File: config.mk
export PLATFORM = sky130hd
export DESIGN_NAME = gyro_offset_and_stillness_detector_unit
export DESIGN_NICKNAME = d
export VERILOG_FILES = /design/src/rtl/gosd_pkg.sv /design/src/rtl/gyro_offset_and_stillness_detector_unit.sv /design/src/rtl/gosd_offset_div.sv /design/src/rtl/gosd_core.sv
export SDC_FILE = /design/constraint.sdc
export NUM_CORES = 2
export LEC_CHECK = 0
export BUFFER_PORTS_ARGS = -buffer_cell sky130_fd_sc_hd__buf_2
export CAP_MARGIN = 5
export CORE_UTILIZATION = 40
export DETAILED_ROUTE_END_ITERATION = 10
export PLACE_DENSITY_LB_ADDON = 0.2
export SETUP_SLACK_MARGIN = 0.2
export SLEW_MARGIN = 20
export SYNTH_ARGS = -nofsm -noshare
export SYNTH_HDL_FRONTEND = slang
export SYNTH_HIERARCHICAL = 1
export SYNTH_SLANG_ARGS = --single-unit
File: constraint.sdc
create_clock -name aclk -period 12.5 [get_ports aclk]
set_input_delay 0.625 -clock aclk [delete_from_list [all_inputs] [get_ports aclk]]
set_output_delay 0.625 -clock aclk [all_outputs]
set_load 0.05 [all_outputs]
File: src/rtl/gosd_pkg.sv
// Shared types and constants for the gyro offset and stillness detector.
// Used by gosd_core, gosd_offset_div, the top level and the checker.
`timescale 1ns / 1ps
package gosd_pkg;

    localparam int CAL_SAMPLES_DEFAULT = 30;

    localparam int RATE_W    = 16;
    localparam int MOTION_W  = 18;
    localparam int THRESH_W  = 18;
    localparam int RUN_W     = 16;
    localparam int CFG_W     = 18;
    localparam int CFG_ADDR_W = 1;
    localparam int CAL_SUM_W = 22;
    localparam int RECIP_SHIFT = 28;
    localparam int RECIP_W   = 29;
    localparam int PROD_W    = CAL_SUM_W + RECIP_W;

    localparam int S_DATA_W  = 48;
    localparam int S_USER_W  = 1;
    localparam int M_DATA_W  = 72;

    localparam logic [CFG_ADDR_W-1:0] REG_MOTION_THRESHOLD   = 1'b0;
    localparam logic [CFG_ADDR_W-1:0] REG_STILL_COUNT_NEEDED = 1'b1;

    localparam logic OP_SAMPLE    = 1'b0;
    localparam logic OP_CAL_START = 1'b1;

    localparam logic [THRESH_W-1:0] MOTION_THRESHOLD_RST   = 18'd20;
    localparam logic [RUN_W-1:0]    STILL_COUNT_NEEDED_RST = 16'd100;

    typedef logic signed [RATE_W-1:0] rate_t;

    typedef struct packed {
        logic  operation;
        rate_t gyro_z;
        rate_t gyro_y;
        rate_t gyro_x;
    } item_t;

    typedef struct packed {
        logic                offset_valid;
        logic                settled_once;
        logic                stable;
        logic [MOTION_W-1:0] motion;
        rate_t               rate_z;
        rate_t               rate_y;
        rate_t               rate_x;
    } result_t;

    typedef struct packed {
        logic                           start;
        logic [2:0][CAL_SUM_W-1:0]      sum;
    } div_req_t;

    typedef struct packed {
        logic                  busy;
        logic                  done;
        logic [2:0][RATE_W-1:0] quot;
    } div_rsp_t;

endpackage

File: src/rtl/gyro_offset_and_stillness_detector_unit.sv
// Top level: input beat register, detector core and output beat register.
// Depends on gosd_pkg, gosd_core and gosd_offset_div.
//
//   channel   dir  signals                          beat contents
//   s_        in   s_tvalid s_tready s_tdata s_tuser  gyro sample or calibration start
//   m_        out  m_tvalid m_tready m_tdata          corrected rates and status
//   cfg_      in   cfg_wr_en cfg_addr cfg_wdata       register write, no read-back
//
// Path: input register, core logic, output register. One beat per cycle while
// the divider is idle and the output is not stalled.
// After the last calibration sample, input holds while the offset divider
// finishes its multiply stages.
// Input holds while a sample waits behind a stalled output beat.
// A calibration start beat produces no output beat.
// Reset is synchronous; configuration returns to its defaults.
`timescale 1ns / 1ps
module gyro_offset_and_stillness_detector_unit #(
    parameter int CAL_SAMPLES = gosd_pkg::CAL_SAMPLES_DEFAULT
) (
    input  logic                                aclk,
    input  logic                                aresetn,
    input  logic                                s_tvalid,
    output logic                                s_tready,
    // gyro_x, gyro_y, gyro_z
    input  logic [gosd_pkg::S_DATA_W-1:0]       s_tdata,
    // operation
    input  logic [gosd_pkg::S_USER_W-1:0]       s_tuser,
    output logic                                m_tvalid,
    input  logic                                m_tready,
    // rate_x, rate_y, rate_z, motion, stable, settled_once, offset_valid, zero pad
    output logic [gosd_pkg::M_DATA_W-1:0]       m_tdata,
    input  logic                                cfg_wr_en,
    input  logic [gosd_pkg::CFG_ADDR_W-1:0]     cfg_addr,
    input  logic [gosd_pkg::CFG_W-1:0]          cfg_wdata
);
    import gosd_pkg::*;

    logic    in_valid_reg;
    item_t   in_item_reg;
    logic    out_valid_reg;
    result_t out_result_reg;
    result_t result;
    logic    core_busy;
    logic    fire;
    logic    out_room;

    assign out_room = !out_valid_reg || m_tready;
    assign fire     = in_valid_reg && !core_busy
                   && ((in_item_reg.operation == OP_CAL_START) || out_room);
    assign s_tready = !in_valid_reg || fire;

    always_ff @(posedge aclk) begin
        if (!aresetn) begin
            in_valid_reg  <= 1'b0;
            out_valid_reg <= 1'b0;
        end else begin
            if (s_tready) begin
                in_valid_reg <= s_tvalid;
            end
            out_valid_reg <= (out_valid_reg && !m_tready)
                          || (fire && (in_item_reg.operation == OP_SAMPLE));
        end
    end

    always_ff @(posedge aclk) begin
        if (s_tready && s_tvalid) begin
            in_item_reg.operation <= s_tuser[0];
            in_item_reg.gyro_x    <= s_tdata[15:0];
            in_item_reg.gyro_y    <= s_tdata[31:16];
            in_item_reg.gyro_z    <= s_tdata[47:32];
        end
        if (fire && (in_item_reg.operation == OP_SAMPLE)) begin
            out_result_reg <= result;
        end
    end

    gosd_core #(
        .CAL_SAMPLES(CAL_SAMPLES)
    ) u_core (
        .aclk      (aclk),
        .aresetn   (aresetn),
        .cfg_wr_en (cfg_wr_en),
        .cfg_addr  (cfg_addr),
        .cfg_wdata (cfg_wdata),
        .item      (in_item_reg),
        .fire      (fire),
        .result    (result),
        .busy      (core_busy)
    );

    assign m_tvalid = out_valid_reg;
    assign m_tdata  = {(M_DATA_W - $bits(result_t))'(0), out_result_reg};

endmodule

File: src/rtl/gosd_offset_div.sv
// Offset divider: calibration sums divided by the sample count, truncated toward zero.
// Reciprocal multiply over two registered stages; depends on gosd_pkg.
`timescale 1ns / 1ps
module gosd_offset_div #(
    parameter int CAL_SAMPLES = gosd_pkg::CAL_SAMPLES_DEFAULT
) (
    input  logic              aclk,
    input  logic              aresetn,
    input  gosd_pkg::div_req_t req,
    output gosd_pkg::div_rsp_t rsp
);
    import gosd_pkg::*;

    localparam logic [RECIP_W-1:0] RECIP =
        RECIP_W'(((64'd1 << RECIP_SHIFT) + CAL_SAMPLES - 1) / CAL_SAMPLES);

    logic                       stage1_valid_reg;
    logic                       stage2_valid_reg;
    logic [2:0][CAL_SUM_W-1:0]  mag_reg;
    logic [2:0]                 neg1_reg;
    logic [2:0]                 neg2_reg;
    logic [2:0][PROD_W-1:0]     prod_reg;
    logic [2:0][CAL_SUM_W-1:0]  mag_next;
    logic [2:0][RATE_W-1:0]     quot;
    logic [2:0][RATE_W-1:0]     floor_q;

    always_comb begin
        for (int i = 0; i < 3; i++) begin
            mag_next[i] = req.sum[i][CAL_SUM_W-1] ? (~req.sum[i] + 1'b1) : req.sum[i];
            floor_q[i]  = prod_reg[i][RECIP_SHIFT +: RATE_W];
            quot[i]     = neg2_reg[i] ? (~floor_q[i] + 1'b1) : floor_q[i];
        end
    end

    always_ff @(posedge aclk) begin
        if (!aresetn) begin
            stage1_valid_reg <= 1'b0;
            stage2_valid_reg <= 1'b0;
        end else begin
            stage1_valid_reg <= req.start;
            stage2_valid_reg <= stage1_valid_reg;
        end
    end

    always_ff @(posedge aclk) begin
        if (req.start) begin
            mag_reg <= mag_next;
            for (int i = 0; i < 3; i++) begin
                neg1_reg[i] <= req.sum[i][CAL_SUM_W-1];
            end
        end
        if (stage1_valid_reg) begin
            neg2_reg <= neg1_reg;
            for (int i = 0; i < 3; i++) begin
                prod_reg[i] <= PROD_W'(mag_reg[i]) * PROD_W'(RECIP);
            end
        end
    end

    assign rsp.busy = stage1_valid_reg | stage2_valid_reg;
    assign rsp.done = stage2_valid_reg;
    assign rsp.quot = quot;

endmodule

File: src/rtl/gosd_core.sv
// Per-beat datapath: offset correction, motion sum, stillness run and calibration sums.
// Holds configuration and detector state; depends on gosd_pkg and gosd_offset_div.
`timescale 1ns / 1ps
module gosd_core #(
    parameter int CAL_SAMPLES = gosd_pkg::CAL_SAMPLES_DEFAULT
) (
    input  logic                                aclk,
    input  logic                                aresetn,
    input  logic                                cfg_wr_en,
    input  logic [gosd_pkg::CFG_ADDR_W-1:0]     cfg_addr,
    input  logic [gosd_pkg::CFG_W-1:0]          cfg_wdata,
    input  gosd_pkg::item_t                     item,
    input  logic                                fire,
    output gosd_pkg::result_t                   result,
    output logic                                busy
);
    import gosd_pkg::*;

    localparam int CNT_W = (CAL_SAMPLES > 1) ? $clog2(CAL_SAMPLES) : 1;
    localparam logic [CNT_W-1:0] CNT_LAST = CNT_W'(CAL_SAMPLES - 1);

    logic [THRESH_W-1:0]        motion_threshold_reg;
    logic [RUN_W-1:0]           still_count_needed_reg;
    logic [2:0][RATE_W-1:0]     prev_rate_reg;
    logic [RUN_W-1:0]           still_run_reg;
    logic                       stable_flag_reg;
    logic                       settled_flag_reg;
    logic                       offset_on_reg;
    logic [2:0][RATE_W-1:0]     axis_offset_reg;
    logic [2:0][CAL_SUM_W-1:0]  cal_sum_reg;
    logic [CNT_W-1:0]           cal_count_reg;
    logic                       calibrating_reg;

    logic [2:0][RATE_W-1:0]     raw;
    logic [2:0][RATE_W-1:0]     rate;
    logic [2:0][RATE_W:0]       diff;
    logic [2:0][RATE_W-1:0]     abs_diff;
    logic [MOTION_W-1:0]        motion;
    logic                       is_still;
    logic [RUN_W-1:0]           still_run_next;
    logic                       over_run;
    logic                       stable_flag_next;
    logic                       settled_flag_next;
    logic                       cal_last;
    logic [2:0][CAL_SUM_W-1:0]  cal_sum_next;
    logic                       sample_fire;
    logic                       start_fire;
    div_req_t                   div_req;
    div_rsp_t                   div_rsp;

    assign raw = {item.gyro_z, item.gyro_y, item.gyro_x};

    always_comb begin
        motion = '0;
        for (int i = 0; i < 3; i++) begin
            rate[i]         = offset_on_reg ? (raw[i] - axis_offset_reg[i]) : raw[i];
            diff[i]         = {prev_rate_reg[i][RATE_W-1], prev_rate_reg[i]}
                            - {rate[i][RATE_W-1], rate[i]};
            abs_diff[i]     = diff[i][RATE_W] ? RATE_W'(~diff[i] + 1'b1) : diff[i][RATE_W-1:0];
            motion          = motion + MOTION_W'(abs_diff[i]);
            cal_sum_next[i] = cal_sum_reg[i]
                            + {{(CAL_SUM_W-RATE_W){rate[i][RATE_W-1]}}, rate[i]};
        end
        is_still = motion < motion_threshold_reg;
        if (!is_still) begin
            still_run_next = '0;
        end else if (&still_run_reg) begin
            still_run_next = still_run_reg;
        end else begin
            still_run_next = still_run_reg + 1'b1;
        end
        over_run          = still_run_next > still_count_needed_reg;
        stable_flag_next  = over_run | (is_still & stable_flag_reg);
        settled_flag_next = over_run | settled_flag_reg;
        cal_last          = calibrating_reg && (cal_count_reg == CNT_LAST);
    end

    assign sample_fire = fire && (item.operation == OP_SAMPLE);
    assign start_fire  = fire && (item.operation == OP_CAL_START);

    assign div_req.start = sample_fire && cal_last;
    assign div_req.sum   = cal_sum_next;

    gosd_offset_div #(
        .CAL_SAMPLES(CAL_SAMPLES)
    ) u_div (
        .aclk    (aclk),
        .aresetn (aresetn),
        .req     (div_req),
        .rsp     (div_rsp)
    );

    assign busy = div_rsp.busy;

    always_ff @(posedge aclk) begin
        if (!aresetn) begin
            motion_threshold_reg   <= MOTION_THRESHOLD_RST;
            still_count_needed_reg <= STILL_COUNT_NEEDED_RST;
        end else if (cfg_wr_en) begin
            unique case (cfg_addr)
                REG_MOTION_THRESHOLD:   motion_threshold_reg   <= cfg_wdata[THRESH_W-1:0];
                REG_STILL_COUNT_NEEDED: still_count_needed_reg <= cfg_wdata[RUN_W-1:0];
                default: ;
            endcase
        end
    end

    always_ff @(posedge aclk) begin
        if (!aresetn) begin
            prev_rate_reg    <= '0;
            still_run_reg    <= '0;
            stable_flag_reg  <= 1'b0;
            settled_flag_reg <= 1'b0;
            offset_on_reg    <= 1'b0;
            axis_offset_reg  <= '0;
            cal_sum_reg      <= '0;
            cal_count_reg    <= '0;
            calibrating_reg  <= 1'b0;
        end else begin
            if (start_fire) begin
                offset_on_reg   <= 1'b0;
                calibrating_reg <= 1'b1;
                cal_count_reg   <= '0;
                cal_sum_reg     <= '0;
            end else if (sample_fire) begin
                prev_rate_reg    <= rate;
                still_run_reg    <= still_run_next;
                stable_flag_reg  <= stable_flag_next;
                settled_flag_reg <= settled_flag_next;
                if (calibrating_reg) begin
                    cal_sum_reg     <= cal_sum_next;
                    cal_count_reg   <= cal_last ? '0 : cal_count_reg + 1'b1;
                    calibrating_reg <= !cal_last;
                end
            end
            if (div_rsp.done) begin
                axis_offset_reg <= div_rsp.quot;
                offset_on_reg   <= 1'b1;
            end
        end
    end

    assign result.rate_x       = rate[0];
    assign result.rate_y       = rate[1];
    assign result.rate_z       = rate[2];
    assign result.motion       = motion;
    assign result.stable       = stable_flag_next;
    assign result.settled_once = settled_flag_next;
    assign result.offset_valid = offset_on_reg;

endmodule

==> impl_metrics.py <==
metrics = {
    "sta": {
        "finalSetupViolCount": 0,
        "worst_pin_slew_ns": 0.909,
        "setup_tns_ns": 0,
        "fin_crit_ns": 11.39,
        "rsz0062_at_grt": "false",
        "clock.fmax_mhz": 87.8,
        "slew_headroom_pct": 39.4,
        "fin_crit_sh_pct": 91.1,
        "slew_violations": 0,
        "skew_ns": 0.0264,
        "hold_violations": 0,
    },
    "cts": {
        "cts_buffers": 54,
        "cts.path.max_buffers": 3,
        "cts_max_level": 2,
        "cts_tree": "yes",
        "insertion_delay_ns": 0.63,
        "clkSinkCount": 463,
        "clkTransAtPathRegs_ns": 0.06,
        "root_buffer": "clkbuf_16",
    },
    "route": {
        "ant_nets": 0,
        "wl_met2_um": 50600,
        "drt_wl_total_um": 112000,
        "drc": 0,
        "num_vias": 32308,
        "drtPass1Iterations": 5,
        "wl_met3_um": 4640,
        "via_per_inst": 5.23,
        "met1_length_um": 53600,
        "top_layer": "met4",
        "wl_per_cell_um": 18.1,
        "drt_iter0_drc": 1911,
    },
    "logic_synthesis": {
        "synth_largest_area_cell": "ha_1",
        "syn_avg_cell_area_um2": 9.17,
        "ys_ff_latch": 463,
        "synth_common_cells": "ha_1, inv_1, nand2_1",
        "synth_top_flop_cell": "edfxtp_1",
        "synth_top_area_share_pct": 18.9,
        "ys_types": 102,
        "synth-seq-area-share_pct": 27.4,
        "netlist_area_mm2": 0.0425,
        "yosysMostFrequentCell": "ha_1",
        "async_flop_share_pct": 0,
        "synth_edf_count": 238,
        "syn-instance-count": 4637,
        "synth_top_cells_by_area": "ha_1, edfxtp_1, dfxtp_1",
        "yosys_warnings": 6,
    },
    "die": {
        "die_area_mm2": 0.108,
        "initial_core_util_pct": 40.4,
        "rows": 119,
        "pin_count": 147,
        "fp.dieH_um": 328,
        "core_area_mm2": 0.105,
        "fp.dieW_um": 328,
    },
    "global_routing": {
        "grt_overflow": 0,
        "grt_max_degree": 71,
        "grt_first_pass_wirelength_um": 175000,
        "antenna_found_initial": 8,
        "grt_usage_pct": 20.6,
        "first_global_vias": 31330,
    },
    "pwr": {
        "powerDensity_mw_per_mm2": 109,
        "p_int_w": 0.00336,
        "seqPwrFrac_pct": 33.9,
        "pwr-share-clk_pct": 33.1,
        "comb_power_share_pct": 33.1,
        "power.share.switching_pct": 34.1,
        "p_switching_w": 0.00174,
        "p_leak_nw": 20.9,
        "ir_drop_v": 0.000164,
    },
    "critical_path": {
        "critPathMaxStageDelay_ns": 0.54,
        "cpMaxStageDelayCell": "fa_1",
        "crit_path_end_kind": "flip-flop",
        "crit_family": "compound AO/OA/AOI/OAI gates",
        "path_buf_inv": 2,
        "cp-start-kind": "flip-flop",
        "critPathRequiredTime_ns": 12.88,
        "cp.arrival_ns": 11.77,
        "critical_path.max_fanout": 20,
        "crit_top_cell": "a21oi_1",
        "path_class": "reg -> reg",
    },
    "finish": {
        "nets": 5652,
        "drive_gt1_share_pct": 7.39,
        "largest_reg_flops": 69,
        "syn_to_final_growth_pct": 9.95,
        "finalNonFillerCells": 6180,
    },
    "job": {
        "cap_violations": 0,
    },
    "worst_hold_path": {
        "min_path_type": "in -> reg",
    },
    "run_status": {
        "status": "finished clean",
    },
    "place": {
        "place_inst": 6073,
        "hpwl_um": 88800,
        "port_buffers": 143,
        "routabilityCongestion": 0.866,
    },
}
-- worst register-to-register path, delay by kind of cell (launching register included) --
kind	cells	cell delay, ns
compound gates	35	6.26
buf+inv	2	0.10
fa+ha+maj	8	2.64
simple gates	8	1.49
xor+xnor	2	0.32
flops	1	0.36
-- timing repair --
| action | 4_1_cts | 5_1_grt |
|---|---|---|
| hold buffers | 0 | 0 |
| resized for setup | 0 | 25 |
| endpoints found under the setup margin | 0 | 4 |
| buffers inserted | 0 | 4 |
-- cells by family (layout without fill, tap and decap cells) --
family	count (synthesis)	after routing	synth area share (%)
adders and majority gates	842	842	28.2
buffers and inverters	756	905	6.82
DFF	463	463	27.4
xor gates and xnor gates	350	350	7.21
AOI/OAI and AO/OA	1000	1000	15.7
other	1	4	0.00882
muxes	67	67	1.59
and+or+nand+nor	1158	1158	13.1
-- metrics by stage --
step	total power (W)	hold WS [ns]	utilization (%)	setup WS, ns	area (um^2)
after floorplan	0.00297	0.400	-	0.810	42500
after global placement	0.00339	0.401	42.5	0.737	44700
after detailed placement	0.00340	0.405	42.5	0.512	44700
after CTS	0.00512	0.124	44.3	0.490	46600
after global routing	0.00543	0.129	44.4	0.112	46700
final	0.00510	0.176	44.4	1.11	46800
-- power by group through the flow --
stage / Clock [W] / Combinational (W) / Sequential [W]
finish: 0.00169 / 0.00168 / 0.00172
global route: 0.00179 / 0.00191 / 0.00173
CTS: 0.00174 / 0.00166 / 0.00173
detailed placement: 0 / 0.00164 / 0.00176
global placement: 0 / 0.00163 / 0.00176
floorplan: 0 / 0.00117 / 0.00180
-- cell usage in the layout, fill, tap and decap left out, types with 37 or more instances in the layout --
cell       synthesis  layout
nor2b_1           84      82
o211a_1           37      37
o21a_1            41      41
a21boi_0          54      52
mux2i_1           65      64
ha_1             643     643
or3_1             38      38
dfxtp_1          225     222
xnor2_1          252     251
nand2_1          457     455
xor2_1            98      98
o31ai_1           44      43
a21oi_1          296     287
a31oi_1           39      39
nor3_1            70      68
o21ai_0          162     160
nor2_1           201     200
edfxtp_1         238     238
a21o_1            87      87
nand2b_1          44      44
buf_2              4     142
inv_1            621     620
fa_1             194     194
nand3_1           73      73
clkbuf_16          0      57
o21bai_1          39      39
-- worst paths after layout --
check        cells after the start                       end  slack, ns                startpoint
max                             55               m_tdata[67]       1.11            in_item_reg[0]
min                              1           in_item_reg[31]       0.18               s_tdata[31]
max reg2reg                     55               m_tdata[67]       1.11            in_item_reg[0]
min reg2reg                      0  u_core/u_div/neg2_reg[0]       0.41  u_core/u_div/neg1_reg[0]
-- final cells by class --
cell class / count / area [um^2]
Clock inverter: 34 / 373
Sequential cell: 463 / 11700
Tap cell: 1391 / 1740
Multi-Input combinational cell: 3420 / 28100
Clock buffer: 68 / 1510
Antenna cell: 1 / 2.50
Inverter: 626 / 2350
Fill cell: 10312 / 58500
Timing Repair Buffer: 177 / 990
-- layer usage --
metal	track usage, %	up-vias
met5	0	-
met4	5.23	0
met3	2.71	151
met2	33.4	549
met1	28.9	15280
li1	-	16328
No activity file was read; power rests on OpenSTA's default activity.
